<file path="src/rtl/arpt_pkg.sv">
// arpt_pkg: shared types, field widths, action and status codes for the
// address range permission table. No dependencies.
package arpt_pkg;

    localparam int ADDR_W            = 64;
    localparam int ACTION_W          = 2;
    localparam int STATUS_W          = 3;
    localparam int TABLE_ENTRIES_DEF = 16;

    typedef logic [ADDR_W-1:0]   addr_t;
    typedef logic [ACTION_W-1:0] action_t;
    typedef logic [STATUS_W-1:0] status_t;

    localparam action_t ACT_PUBLISH  = 2'd0;
    localparam action_t ACT_REVOKE   = 2'd1;
    localparam action_t ACT_VALIDATE = 2'd2;

    localparam status_t ST_OK          = 3'd0;
    localparam status_t ST_BAD_ARGS    = 3'd1;
    localparam status_t ST_OVERLAP     = 3'd2;
    localparam status_t ST_NOT_FOUND   = 3'd3;
    localparam status_t ST_FULL        = 3'd4;
    localparam status_t ST_NOT_COVERED = 3'd5;

    typedef struct packed {
        addr_t range_begin;
        addr_t range_end;
        logic  writable;
    } entry_t;

endpackage

</file>
<file path="src/rtl/arpt_req_if.sv">
// arpt_req_if: request channel (valid, ready, action payload).
// Depends on arpt_pkg.
interface arpt_req_if;
    import arpt_pkg::*;

    logic    valid;
    logic    ready;
    action_t action;
    addr_t   address;
    addr_t   span_size;
    logic    want_write;

    modport source (output valid, output action, output address, output span_size,
                    output want_write, input ready);
    modport sink   (input valid, input action, input address, input span_size,
                    input want_write, output ready);
endinterface

</file>
<file path="src/rtl/arpt_rsp_if.sv">
// arpt_rsp_if: response channel (valid, ready, ok and status payload).
// Depends on arpt_pkg.
interface arpt_rsp_if;
    import arpt_pkg::*;

    logic    valid;
    logic    ready;
    logic    ok;
    status_t status;

    modport source (output valid, output ok, output status, input ready);
    modport sink   (input valid, input ok, input status, output ready);
endinterface

</file>
<file path="src/rtl/arpt_mem.sv">
// arpt_mem: range entry store, one write port and one registered read port.
// Depends on arpt_pkg.
module arpt_mem #(
    parameter int TABLE_ENTRIES = arpt_pkg::TABLE_ENTRIES_DEF,
    localparam int IDX_W = (TABLE_ENTRIES > 1) ? $clog2(TABLE_ENTRIES) : 1
) (
    input  logic              clk,
    input  logic              wr_en,
    input  logic [IDX_W-1:0]  wr_addr,
    input  arpt_pkg::entry_t  wr_data,
    input  logic [IDX_W-1:0]  rd_addr,
    output arpt_pkg::entry_t  rd_data
);
    import arpt_pkg::*;

    entry_t mem [TABLE_ENTRIES];
    entry_t rd_data_reg;

    always_ff @(posedge clk)
    begin
        if (wr_en)
        begin
            mem[wr_addr] <= wr_data;
        end
        rd_data_reg <= mem[rd_addr];
    end

    assign rd_data = rd_data_reg;

endmodule

</file>
<file path="src/rtl/arpt_ctrl.sv">
// arpt_ctrl: scan sequencer, valid bits and response register.
// Reads every entry through arpt_mem, then writes back on a successful publish.
// Depends on arpt_pkg, arpt_req_if, arpt_rsp_if.
module arpt_ctrl #(
    parameter int TABLE_ENTRIES = arpt_pkg::TABLE_ENTRIES_DEF,
    localparam int IDX_W = (TABLE_ENTRIES > 1) ? $clog2(TABLE_ENTRIES) : 1,
    localparam int CNT_W = $clog2(TABLE_ENTRIES + 1)
) (
    input  logic              clk,
    input  logic              rst_n,
    arpt_req_if.sink          req,
    arpt_rsp_if.source        rsp,
    output logic [IDX_W-1:0]  rd_addr,
    input  arpt_pkg::entry_t  rd_data,
    output logic              wr_en,
    output logic [IDX_W-1:0]  wr_addr,
    output arpt_pkg::entry_t  wr_data
);
    import arpt_pkg::*;

    localparam logic [1:0] S_IDLE   = 2'd0;
    localparam logic [1:0] S_SCAN   = 2'd1;
    localparam logic [1:0] S_FINISH = 2'd2;

    localparam logic [CNT_W-1:0] CNT_LAST = CNT_W'(TABLE_ENTRIES);

    logic [1:0]               state_reg, state_next;
    logic [CNT_W-1:0]         cnt_reg, cnt_next;
    logic [IDX_W-1:0]         cmp_idx_reg;
    logic [TABLE_ENTRIES-1:0] valid_reg, valid_next;

    action_t    act_reg, act_next;
    addr_t      addr_reg, addr_next;
    addr_t      end_reg, end_next;
    logic       wr_reg, wr_next;
    logic       bad_reg, bad_next;
    logic       overlap_reg, overlap_next;
    logic       free_found_reg, free_found_next;
    logic [IDX_W-1:0] free_idx_reg, free_idx_next;
    logic       hit_reg, hit_next;
    logic [IDX_W-1:0] hit_idx_reg, hit_idx_next;

    logic       out_valid_reg, out_valid_next;
    logic       ok_reg, ok_next;
    status_t    status_reg, status_next;

    logic [ADDR_W:0] sum;
    logic            span_bad;
    logic            cur_valid;
    logic            ovl, mat, cov, hit_cond;
    logic            can_load;
    status_t         final_status;

    assign req.ready  = (state_reg == S_IDLE);
    assign rsp.valid  = out_valid_reg;
    assign rsp.ok     = ok_reg;
    assign rsp.status = status_reg;

    assign sum      = {1'b0, req.address} + {1'b0, req.span_size};
    assign span_bad = (req.address == '0) || (req.span_size == '0) || sum[ADDR_W];

    assign cur_valid = valid_reg[cmp_idx_reg];
    assign ovl = cur_valid && (addr_reg < rd_data.range_end) && (rd_data.range_begin < end_reg);
    assign mat = cur_valid && (rd_data.range_begin == addr_reg);
    assign cov = cur_valid && (rd_data.range_begin <= addr_reg) && (end_reg <= rd_data.range_end)
                 && (!wr_reg || rd_data.writable);
    assign hit_cond = (act_reg == ACT_REVOKE) ? mat : cov;

    assign can_load = !out_valid_reg || rsp.ready;

    always_comb
    begin
        if (state_reg == S_SCAN && cnt_reg < CNT_LAST)
        begin
            rd_addr = cnt_reg[IDX_W-1:0];
        end
        else
        begin
            rd_addr = '0;
        end
    end

    always_comb
    begin
        final_status = ST_BAD_ARGS;
        if (!bad_reg)
        begin
            unique case (act_reg)
                ACT_PUBLISH:
                begin
                    if (overlap_reg)
                        final_status = ST_OVERLAP;
                    else if (!free_found_reg)
                        final_status = ST_FULL;
                    else
                        final_status = ST_OK;
                end
                ACT_REVOKE:   final_status = hit_reg ? ST_OK : ST_NOT_FOUND;
                ACT_VALIDATE: final_status = hit_reg ? ST_OK : ST_NOT_COVERED;
                default:      final_status = ST_BAD_ARGS;
            endcase
        end
    end

    always_comb
    begin
        state_next      = state_reg;
        cnt_next        = cnt_reg;
        valid_next      = valid_reg;
        act_next        = act_reg;
        addr_next       = addr_reg;
        end_next        = end_reg;
        wr_next         = wr_reg;
        bad_next        = bad_reg;
        overlap_next    = overlap_reg;
        free_found_next = free_found_reg;
        free_idx_next   = free_idx_reg;
        hit_next        = hit_reg;
        hit_idx_next    = hit_idx_reg;
        ok_next         = ok_reg;
        status_next     = status_reg;
        out_valid_next  = out_valid_reg && !rsp.ready;
        wr_en           = 1'b0;
        wr_addr         = free_idx_reg;
        wr_data         = '{range_begin: addr_reg, range_end: end_reg, writable: wr_reg};

        unique case (state_reg)
            S_IDLE:
            begin
                if (req.valid)
                begin
                    act_next        = req.action;
                    addr_next       = req.address;
                    end_next        = sum[ADDR_W-1:0];
                    wr_next         = req.want_write;
                    overlap_next    = 1'b0;
                    free_found_next = 1'b0;
                    hit_next        = 1'b0;
                    cnt_next        = CNT_W'(1);
                    unique case (req.action)
                        ACT_PUBLISH:  bad_next = span_bad;
                        ACT_REVOKE:   bad_next = (req.address == '0);
                        ACT_VALIDATE: bad_next = span_bad;
                        default:      bad_next = 1'b1;
                    endcase
                    state_next = bad_next ? S_FINISH : S_SCAN;
                end
            end
            S_SCAN:
            begin
                if (ovl)
                    overlap_next = 1'b1;
                if (!cur_valid && !free_found_reg)
                begin
                    free_found_next = 1'b1;
                    free_idx_next   = cmp_idx_reg;
                end
                if (hit_cond && !hit_reg)
                begin
                    hit_next     = 1'b1;
                    hit_idx_next = cmp_idx_reg;
                end
                cnt_next = cnt_reg + CNT_W'(1);
                if (cnt_reg == CNT_LAST)
                    state_next = S_FINISH;
            end
            S_FINISH:
            begin
                if (can_load)
                begin
                    out_valid_next = 1'b1;
                    ok_next        = (final_status == ST_OK);
                    status_next    = final_status;
                    state_next     = S_IDLE;
                    if (final_status == ST_OK && act_reg == ACT_PUBLISH)
                    begin
                        wr_en                    = 1'b1;
                        valid_next[free_idx_reg] = 1'b1;
                    end
                    if (final_status == ST_OK && act_reg == ACT_REVOKE)
                        valid_next[hit_idx_reg] = 1'b0;
                end
            end
            default: state_next = S_IDLE;
        endcase
    end

    always_ff @(posedge clk or negedge rst_n)
    begin
        if (!rst_n)
        begin
            state_reg     <= S_IDLE;
            cnt_reg       <= '0;
            valid_reg     <= '0;
            out_valid_reg <= 1'b0;
        end
        else
        begin
            state_reg     <= state_next;
            cnt_reg       <= cnt_next;
            valid_reg     <= valid_next;
            out_valid_reg <= out_valid_next;
        end
    end

    always_ff @(posedge clk)
    begin
        cmp_idx_reg    <= rd_addr;
        act_reg        <= act_next;
        addr_reg       <= addr_next;
        end_reg        <= end_next;
        wr_reg         <= wr_next;
        bad_reg        <= bad_next;
        overlap_reg    <= overlap_next;
        free_found_reg <= free_found_next;
        free_idx_reg   <= free_idx_next;
        hit_reg        <= hit_next;
        hit_idx_reg    <= hit_idx_next;
        ok_reg         <= ok_next;
        status_reg     <= status_next;
    end

endmodule

</file>
<file path="src/rtl/address_range_permission_table_core.sv">
// address_range_permission_table_core: top level of the range permission table.
// Depends on arpt_pkg, arpt_req_if, arpt_rsp_if, arpt_mem, arpt_ctrl.
//
// usage
//   req carries one action per transfer: publish a range, revoke a range by
//   its begin address, or validate an access span against the stored ranges
//   rsp returns one ok/status transfer per request, in request order
//   one item at a time: after a request transfer, req.ready stays low while
//   the sequencer reads every entry of the range memory, one entry a cycle
//   through its single registered read port, then a final step settles the
//   status and writes back
//   the response register is loaded from that final step, and the next
//   request is taken once the sequencer is back in idle; a request with
//   bad arguments skips the scan and goes straight to the final step
//   the response register holds a finished result while rsp.ready is low;
//   the next request is still taken, and its result waits in the final step
//   until the response register frees up
//   reset empties the table at once by clearing the valid bits; the range
//   memory itself is not cleared
module address_range_permission_table_core #(
    parameter int TABLE_ENTRIES = arpt_pkg::TABLE_ENTRIES_DEF
) (
    input  logic        clk,
    input  logic        rst_n,
    arpt_req_if.sink    req,
    arpt_rsp_if.source  rsp
);
    import arpt_pkg::*;

    localparam int IDX_W = (TABLE_ENTRIES > 1) ? $clog2(TABLE_ENTRIES) : 1;

    logic [IDX_W-1:0] rd_addr;
    logic [IDX_W-1:0] wr_addr;
    logic             wr_en;
    entry_t           rd_data;
    entry_t           wr_data;

    arpt_mem #(
        .TABLE_ENTRIES (TABLE_ENTRIES)
    ) u_mem (
        .clk     (clk),
        .wr_en   (wr_en),
        .wr_addr (wr_addr),
        .wr_data (wr_data),
        .rd_addr (rd_addr),
        .rd_data (rd_data)
    );

    arpt_ctrl #(
        .TABLE_ENTRIES (TABLE_ENTRIES)
    ) u_ctrl (
        .clk     (clk),
        .rst_n   (rst_n),
        .req     (req),
        .rsp     (rsp),
        .rd_addr (rd_addr),
        .rd_data (rd_data),
        .wr_en   (wr_en),
        .wr_addr (wr_addr),
        .wr_data (wr_data)
    );

    a_one_item: assert property (@(posedge clk) disable iff (!rst_n)
        (req.valid && req.ready) |=> !req.ready)
        else $error("request taken while an item is in flight");

    a_write_busy: assert property (@(posedge clk) disable iff (!rst_n)
        wr_en |-> !req.ready)
        else $error("table write while idle");

    a_write_resp: assert property (@(posedge clk) disable iff (!rst_n)
        wr_en |=> (rsp.valid && rsp.ok && rsp.status == ST_OK))
        else $error("table write without a successful response");

    a_write_range: assert property (@(posedge clk) disable iff (!rst_n)
        wr_en |-> (32'(wr_addr) < TABLE_ENTRIES))
        else $error("table write beyond depth");

    a_ok_status: assert property (@(posedge clk) disable iff (!rst_n)
        rsp.valid |-> (rsp.ok == (rsp.status == ST_OK)))
        else $error("ok flag disagrees with status");

endmodule

</file>
<file path="src/flat_wrapper.sv">
// flat-port wrapper written by rule: the top's interface ports become plain ports
module address_range_permission_table_core_flat import arpt_pkg::*;
#(
    parameter int TABLE_ENTRIES = arpt_pkg::TABLE_ENTRIES_DEF
)
  (clk, rst_n, req_valid, req_action, req_address, req_span_size, req_want_write, req_ready, rsp_valid, rsp_ok, rsp_status, rsp_ready);
  arpt_req_if req_i ();
  arpt_rsp_if rsp_i ();
  input  logic clk;
  input  logic rst_n;
  input wire logic [$bits(req_i.valid)-1:0] req_valid;
  input wire logic [$bits(req_i.action)-1:0] req_action;
  input wire logic [$bits(req_i.address)-1:0] req_address;
  input wire logic [$bits(req_i.span_size)-1:0] req_span_size;
  input wire logic [$bits(req_i.want_write)-1:0] req_want_write;
  output wire logic [$bits(req_i.ready)-1:0] req_ready;
  output wire logic [$bits(rsp_i.valid)-1:0] rsp_valid;
  output wire logic [$bits(rsp_i.ok)-1:0] rsp_ok;
  output wire logic [$bits(rsp_i.status)-1:0] rsp_status;
  input wire logic [$bits(rsp_i.ready)-1:0] rsp_ready;
  assign req_i.valid = req_valid;
  assign req_i.action = req_action;
  assign req_i.address = req_address;
  assign req_i.span_size = req_span_size;
  assign req_i.want_write = req_want_write;
  assign req_ready = req_i.ready;
  assign rsp_valid = rsp_i.valid;
  assign rsp_ok = rsp_i.ok;
  assign rsp_status = rsp_i.status;
  assign rsp_i.ready = rsp_ready;
  address_range_permission_table_core #(.TABLE_ENTRIES(TABLE_ENTRIES)) u_core (.clk(clk), .rst_n(rst_n), .req(req_i), .rsp(rsp_i));
endmodule
</file>
<file path="config.mk">
export PLATFORM = sky130hd
export DESIGN_NAME = address_range_permission_table_core_flat
export DESIGN_NICKNAME = d
export VERILOG_FILES = /design/src/rtl/arpt_pkg.sv /design/src/rtl/arpt_req_if.sv /design/src/rtl/arpt_rsp_if.sv /design/src/rtl/arpt_mem.sv /design/src/rtl/arpt_ctrl.sv /design/src/rtl/address_range_permission_table_core.sv /design/src/flat_wrapper.sv
export SDC_FILE = /design/constraint.sdc
export NUM_CORES = 2
export LEC_CHECK = 0
export BUFFER_PORTS_ARGS = -buffer_cell sky130_fd_sc_hd__buf_2
export CAP_MARGIN = 20
export CORE_UTILIZATION = 39
export CTS_CLUSTER_SIZE = 40
export DETAILED_ROUTE_END_ITERATION = 10
export HOLD_SLACK_MARGIN = 0.02
export SETUP_SLACK_MARGIN = 0.2
export SLEW_MARGIN = 30
export SYNTH_ARGS = -nofsm -noshare
export SYNTH_HDL_FRONTEND = slang
export SYNTH_SLANG_ARGS = --single-unit
</file>
<file path="constraint.sdc">
create_clock -name clk -period 34.5 [get_ports clk]
set_input_delay 1.725 -clock clk [delete_from_list [all_inputs] [get_ports clk]]
set_output_delay 1.725 -clock clk [all_outputs]
set_load 0.02 [all_outputs]
</file>
# == Word level (Yosys, flattened, before mapping) ==
# Memories as Yosys holds them, arrays and structs flattened. A register that Yosys moved wholly into a read port is not among the register bits.
# Cells that the tools add are included.
# classes
mux,42
eq_ne,14
magnitude_cmp,10
n_addsub,2
bitwise_logic,3
reduce_logical,41
# op_table
operator,n
$le 64x64->1,2
$logic_not 64->1,2
$lt 64x64->1,2
$add 64x64->65,1
$eq 64x64->1,1
$mux 16,4
$mux 1,17
$and 16x16->16,1
$not 16->16,1
$or 16x16->16,1
$lt 4x5->1 const B,3
$logic_and 1x1->1,14
$mux 3,4
$reduce_and 3->1,4
$mux 2,5
$pmux 5 s2,1
$reduce_and 2->1,5
$pmux 3 s3,1
$demux 1 s4,2
$ge 4x1->1 const B,2
$pmux 1 s2,4
$eq 2x1->1 const B,3
$eq 2x2->1 const B,3
$logic_not 1->1,6
other kinds (14),23
# word_totals
wordCells,130
mem_count,1
mem_bits_rw,2064
in_bits,135
register_bits,175
output_inout_bits,6
# memory_table
memory,words,word_bits,rd,rd_clocked_by_memory_dff,write_ports,line,rtl
u_core.u_mem.mem,16,129,1,1,1,arpt_mem.sv:16,entry_t mem [TABLE_ENTRIES];

# == Longest topological paths before layout ==
# depth
word_depth,11
ltp_mapped,13
depth_no_buf,11

# == Cells and area by module ==
# Synthesis repeated with hierarchy kept, for this count alone.
# unflattened
hier_cells,5124
hier_area_um2,96512.6
# by_module_without_submodules
mod,area_each_um2,cells_per_inst,seq_area_each_um2,n_inst
arpt_mem,80314.5,3370,64561.9,1
arpt_ctrl,16198.0,1754,5094.9,1

# == Worst setup path before layout ==
# OpenSTA, ideal clock, no wires.
# synth_timing
kind,input -> register
from,in rsp_ready
to,mem u_core.u_mem.mem[0][0] (netlist bit) (enable)
arrival_time_ns,11.538
stages,6
required_time_ns,33.723
path_buffers,1
setup_time_ns,0.777
setup_slack_ns,22.184
cell_sequence,nand2b_1 nor2b_1 clkbuf_1 nand3_1 or3_1 nor3_1
# synth_via
elab_chain_len,5
# synth_rtl
element,line,rtl
"start, declared",flat_wrapper.sv:20,input wire logic [$bits(rsp_i.ready)-1:0] rsp_ready;
$logic_or 1x1->1,arpt_ctrl.sv:69,assign can_load = !out_valid_reg || rsp.ready;
$mux 1,arpt_ctrl.sv:169,if (can_load)
$mux 1,arpt_ctrl.sv:127,unique case (state_reg)
$mux 1,arpt_mem.sv:21,if (wr_en)
$mux 1 (implied by the code),arpt_mem.sv:23,mem[wr_addr] <= wr_data;
"end, declared",arpt_mem.sv:16,
# Every way passes these cells.

# == Final worst setup path ==
# layout_timing
from,reg u_core.u_ctrl.state_reg[1]
to,reg u_core.u_mem.rd_data[68] (netlist name)
# layout_via
elab_chain_len,3
# layout_rtl
element,line,rtl
"start, declared",arpt_ctrl.sv:27,"logic [1:0] state_reg, state_next;"
"start signal, assigned",arpt_ctrl.sv:199,state_reg <= state_next;
$eq 2x1->1,arpt_ctrl.sv:73,if (state_reg == S_SCAN && cnt_reg < CNT_LAST)
$logic_and 1x1->1,arpt_ctrl.sv:73,
$mux 4,arpt_ctrl.sv:73,
# Every way passes these cells.
# A chain may end at the register's enable or synchronous reset.

==> reports/results.ini <==
[placed_design]
hpwlAfterDp_mm = 152.3
place_area_sq_um = 99870
dp_slack_ns = 28.36
io_buffers = 140
gp_congestion = 0.9156

[finish]
synthToLayoutAreaGrowth_pct = 12.58
layout-drive-gt1-share = 0.09008
final_area_sq_um = 107500
nets = 7275
largest_register_ffs = 2064
fillCellCount = 21560

[logic_synthesis]
netlist_area_sq_um = 95460
ys.flop_type = edfxtp_1
yosysMostFrequentCell = edfxtp_1
synthArstFlopShare = 0.01014
syn-mean-instance-area_sq_um = 14.12
synth_seq_area_share = 0.7297
synth_edf_count = 2211
ys_ff_latch = 2368
synth_nets = 7217
yosys_warnings = 0
synth.distinct_cells = 82
synthTopCellsByCount = edfxtp_1, nand2_1, o22ai_1
synth.top_cell.area_share = 0.6955
ys_top_cells_by_area = edfxtp_1, nand2_1, ha_1
synth_top_area_cell = edfxtp_1
syn_inst = 6761

[timing]
worst_slew_pin_slew_ns = 1.071
tns_ns = 0
layout_worst_path_cycle_share = 0.1617
rsz0062_at_grt = no
min_period_ns = 5.578
whs_ns = 0.4751
slew_viol_final = 0
clock.fmax_ghz = 0.1793
fin_ws_ns = 28.92
relSlewSlack = 0.2857
hold_viol_final = 0
clock_skew_ns = 0.06151
setup_violations = 0

[run]
cap_viol_max_count = 0

[clock_network]
numCtsBuffers = 221
cts_post_setup_buffers_inserted = 0
clk_latency_ns = 0.89
clk_pin_slew_worst_paths_ns = 0.06
numClockSinks = 2368
cts_tree = built
cts_hold_buf = 0
ctsResizeCount = 0
clk_path_buf_depth = 3
clockRootBuffer = clkbuf_16
h-tree-depth = 4

[power]
total_power_uw = 8329
leakagePower_uw = 0.03645
clockPowerShare = 0.301
p_sw_uw = 2772
p_sw_frac = 0.3328
seq_power_share = 0.438
irDropWorstVdd_mv = 0.06522
p_int_uw = 5557
powerDensity_nw_per_um2 = 77.50
combinationalPowerShare = 0.261

[route]
drt_iter0_markers = 6835
firstDrtPassIters = 7
wirelength_mm = 277.5
wire_per_inst_um = 27.15
routed_via_density = 5.934
vias = 60660
drc = 0
postRouteAntennaNets = 0

[die]
rows = 181
pin_count = 141
start_util = 0.3925
dieArea_sq_um = 246800
die_h_um = 496.8
core_sq_um = 243200
chipWidth_um = 496.8

[critical_path]
startpoint_type = flop
cp.required_ns = 35.30
cp_max_fo = 135
max_stage_delay_ns = 0.78
critPathArrivalTime_ns = 6.38
critPathTopFamily = buffers and inverters
critPathKind = flop to flop
crit_chain = nand2b_1 > nor2_1 > nand2_4 > inv_8 > nand2_4 > buf_12 > buf_4 > buf_4 > o22ai_1 > a311oi_1 > a211oi_1 > a21oi_1
crit_path_end_kind = flop
cp_slowest_cell = buf_4
cp.buffers_inverters = 4

[global_routing]
grt_antenna_before_repair = 9
grt_start_max_net_pins = 156
grt_pass1_wl_mm = 401.0
grt_util_all_layers = 0.2207
grt_pass1_vias = 58120
gr-total-overflow = 0

[status]
status = complete, no violations

[hold_path]
hold_path_class = flop to flop

-- worst paths after layout --
kind	slack, ns	from	endpoint	cells past startpoint
worst min register to register	0.48	u_core.u_ctrl.cmp_idx_reg[3]	u_core.u_ctrl.wr_addr[3]	0
worst max register to register	28.92	u_core.u_ctrl.state_reg[1]	u_core.u_mem.rd_data[68]	12
worst max-delay path	28.92	u_core.u_ctrl.state_reg[1]	u_core.u_mem.rd_data[68]	12
max in group asynchronous	33.22	rst_n	u_core.u_ctrl.valid_reg[8]	1
worst min-delay path	0.48	u_core.u_ctrl.cmp_idx_reg[3]	u_core.u_ctrl.wr_addr[3]	0
min in group asynchronous	0.87	rst_n	u_core.u_ctrl.valid_reg[10]	1
-- power by group through the flow --
stage | sequential [uW] | combinational [uW] | clock [uW]
after floorplan | 3580 | 1450 | 0
after global placement | 3700 | 2120 | 0
after detailed placement | 3700 | 2150 | 0
after CTS | 3640 | 2160 | 2540
after global routing | 3660 | 2380 | 2640
final | 3650 | 2170 | 2510
-- per-stage QoR --
step,instances,util
6_report,10220,0.4419
5_1_grt,10220,0.4418
4_1_cts,10220,0.4416
3_5_place_dp,9797,0.4106
3_3_place_gp,9796,0.4104
2_1_floorplan,6761,-
-- cells by family after synthesis --
| family | count (synthesis) | share of synthesized area |
|---|---|---|
| flops | 2368 | 0.7297 |
| buf+inv | 615 | 0.02429 |
| mux | 6 | 0.001298 |
| xor+xnor | 59 | 0.005413 |
| compound gates | 1888 | 0.1304 |
| fa+ha+maj | 321 | 0.04215 |
| simple gates | 1504 | 0.06679 |
-- worst register-to-register path, stage by stage, from the launching register on --
cell and delay, ns:
dfrtp_1 0.37, nand2b_1 0.31, nor2_1 0.17, nand2_4 0.46, inv_8 0.42, nand2_4 0.57, buf_12 0.54, buf_4 0.89
buf_4 0.79, o22ai_1 0.34, a311oi_1 0.29, a211oi_1 0.15, a21oi_1 0.19
-- placed cells by master (no fill, tap or decap), types with 9 or more instances in the layout --
| cell type | synthesis | layout |
|---|---|---|
| edfxtp_1 | 2211 | 2211 |
| nand2_1 | 1118 | 1114 |
| o22ai_1 | 521 | 521 |
| a21oi_1 | 397 | 397 |
| ha_1 | 320 | 320 |
| a31oi_1 | 271 | 271 |
| a311oi_1 | 260 | 260 |
| clkbuf_16 | 0 | 224 |
| inv_1 | 216 | 215 |
| a211oi_1 | 144 | 144 |
| buf_2 | 8 | 140 |
| dfxtp_1 | 133 | 133 |
| a21o_1 | 93 | 93 |
| o21ai_0 | 85 | 85 |
| nand4_1 | 79 | 79 |
| nor2_1 | 89 | 76 |
| buf_4 | 0 | 65 |
| clkbuf_1 | 370 | 54 |
| nand3_1 | 35 | 35 |
| xnor2_1 | 35 | 35 |
| nor4_1 | 42 | 35 |
| clkinv_2 | 0 | 35 |
| nor2b_1 | 32 | 32 |
| clkbuf_8 | 0 | 29 |
| nor3_1 | 31 | 27 |
| clkinv_1 | 1 | 26 |
| xor2_1 | 24 | 24 |
| dfrtp_1 | 24 | 24 |
| bufinv_16 | 0 | 22 |
| buf_12 | 0 | 22 |
| and3_1 | 16 | 16 |
| nand2b_1 | 15 | 15 |
| nor2_4 | 0 | 13 |
| o211ai_1 | 12 | 12 |
| o21a_1 | 11 | 11 |
| o21bai_1 | 10 | 10 |
| o22a_1 | 10 | 10 |
| or3_1 | 9 | 9 |
| clkinv_4 | 0 | 9 |
-- layout make-up --
cell class / instances / area (sq um) / share of cell area
inverter: 218 / 833.3 / 0.007754
tap: 3202 / 4006 / 0.03728
clock inverter: 113 / 1340 / 0.01247
clock buffer: 307 / 6207 / 0.05776
antenna: 4 / 10.01 / 0.00009314
sequential: 2368 / 69660 / 0.6481
multi-input combinational: 3778 / 23700 / 0.2205
timing repair buffer: 232 / 1718 / 0.01598
-- layer usage --
layer  global-route usage  vias to the layer above  wire length (um)
met3              0.02999                      441             21110
met2               0.3464                     2706            128600
li1                     -                    26600                 -
met5                    0                        -                16
met1               0.3074                    30900            115900
met4              0.09441                        2             11830
Power figures use the tool's default switching activity.
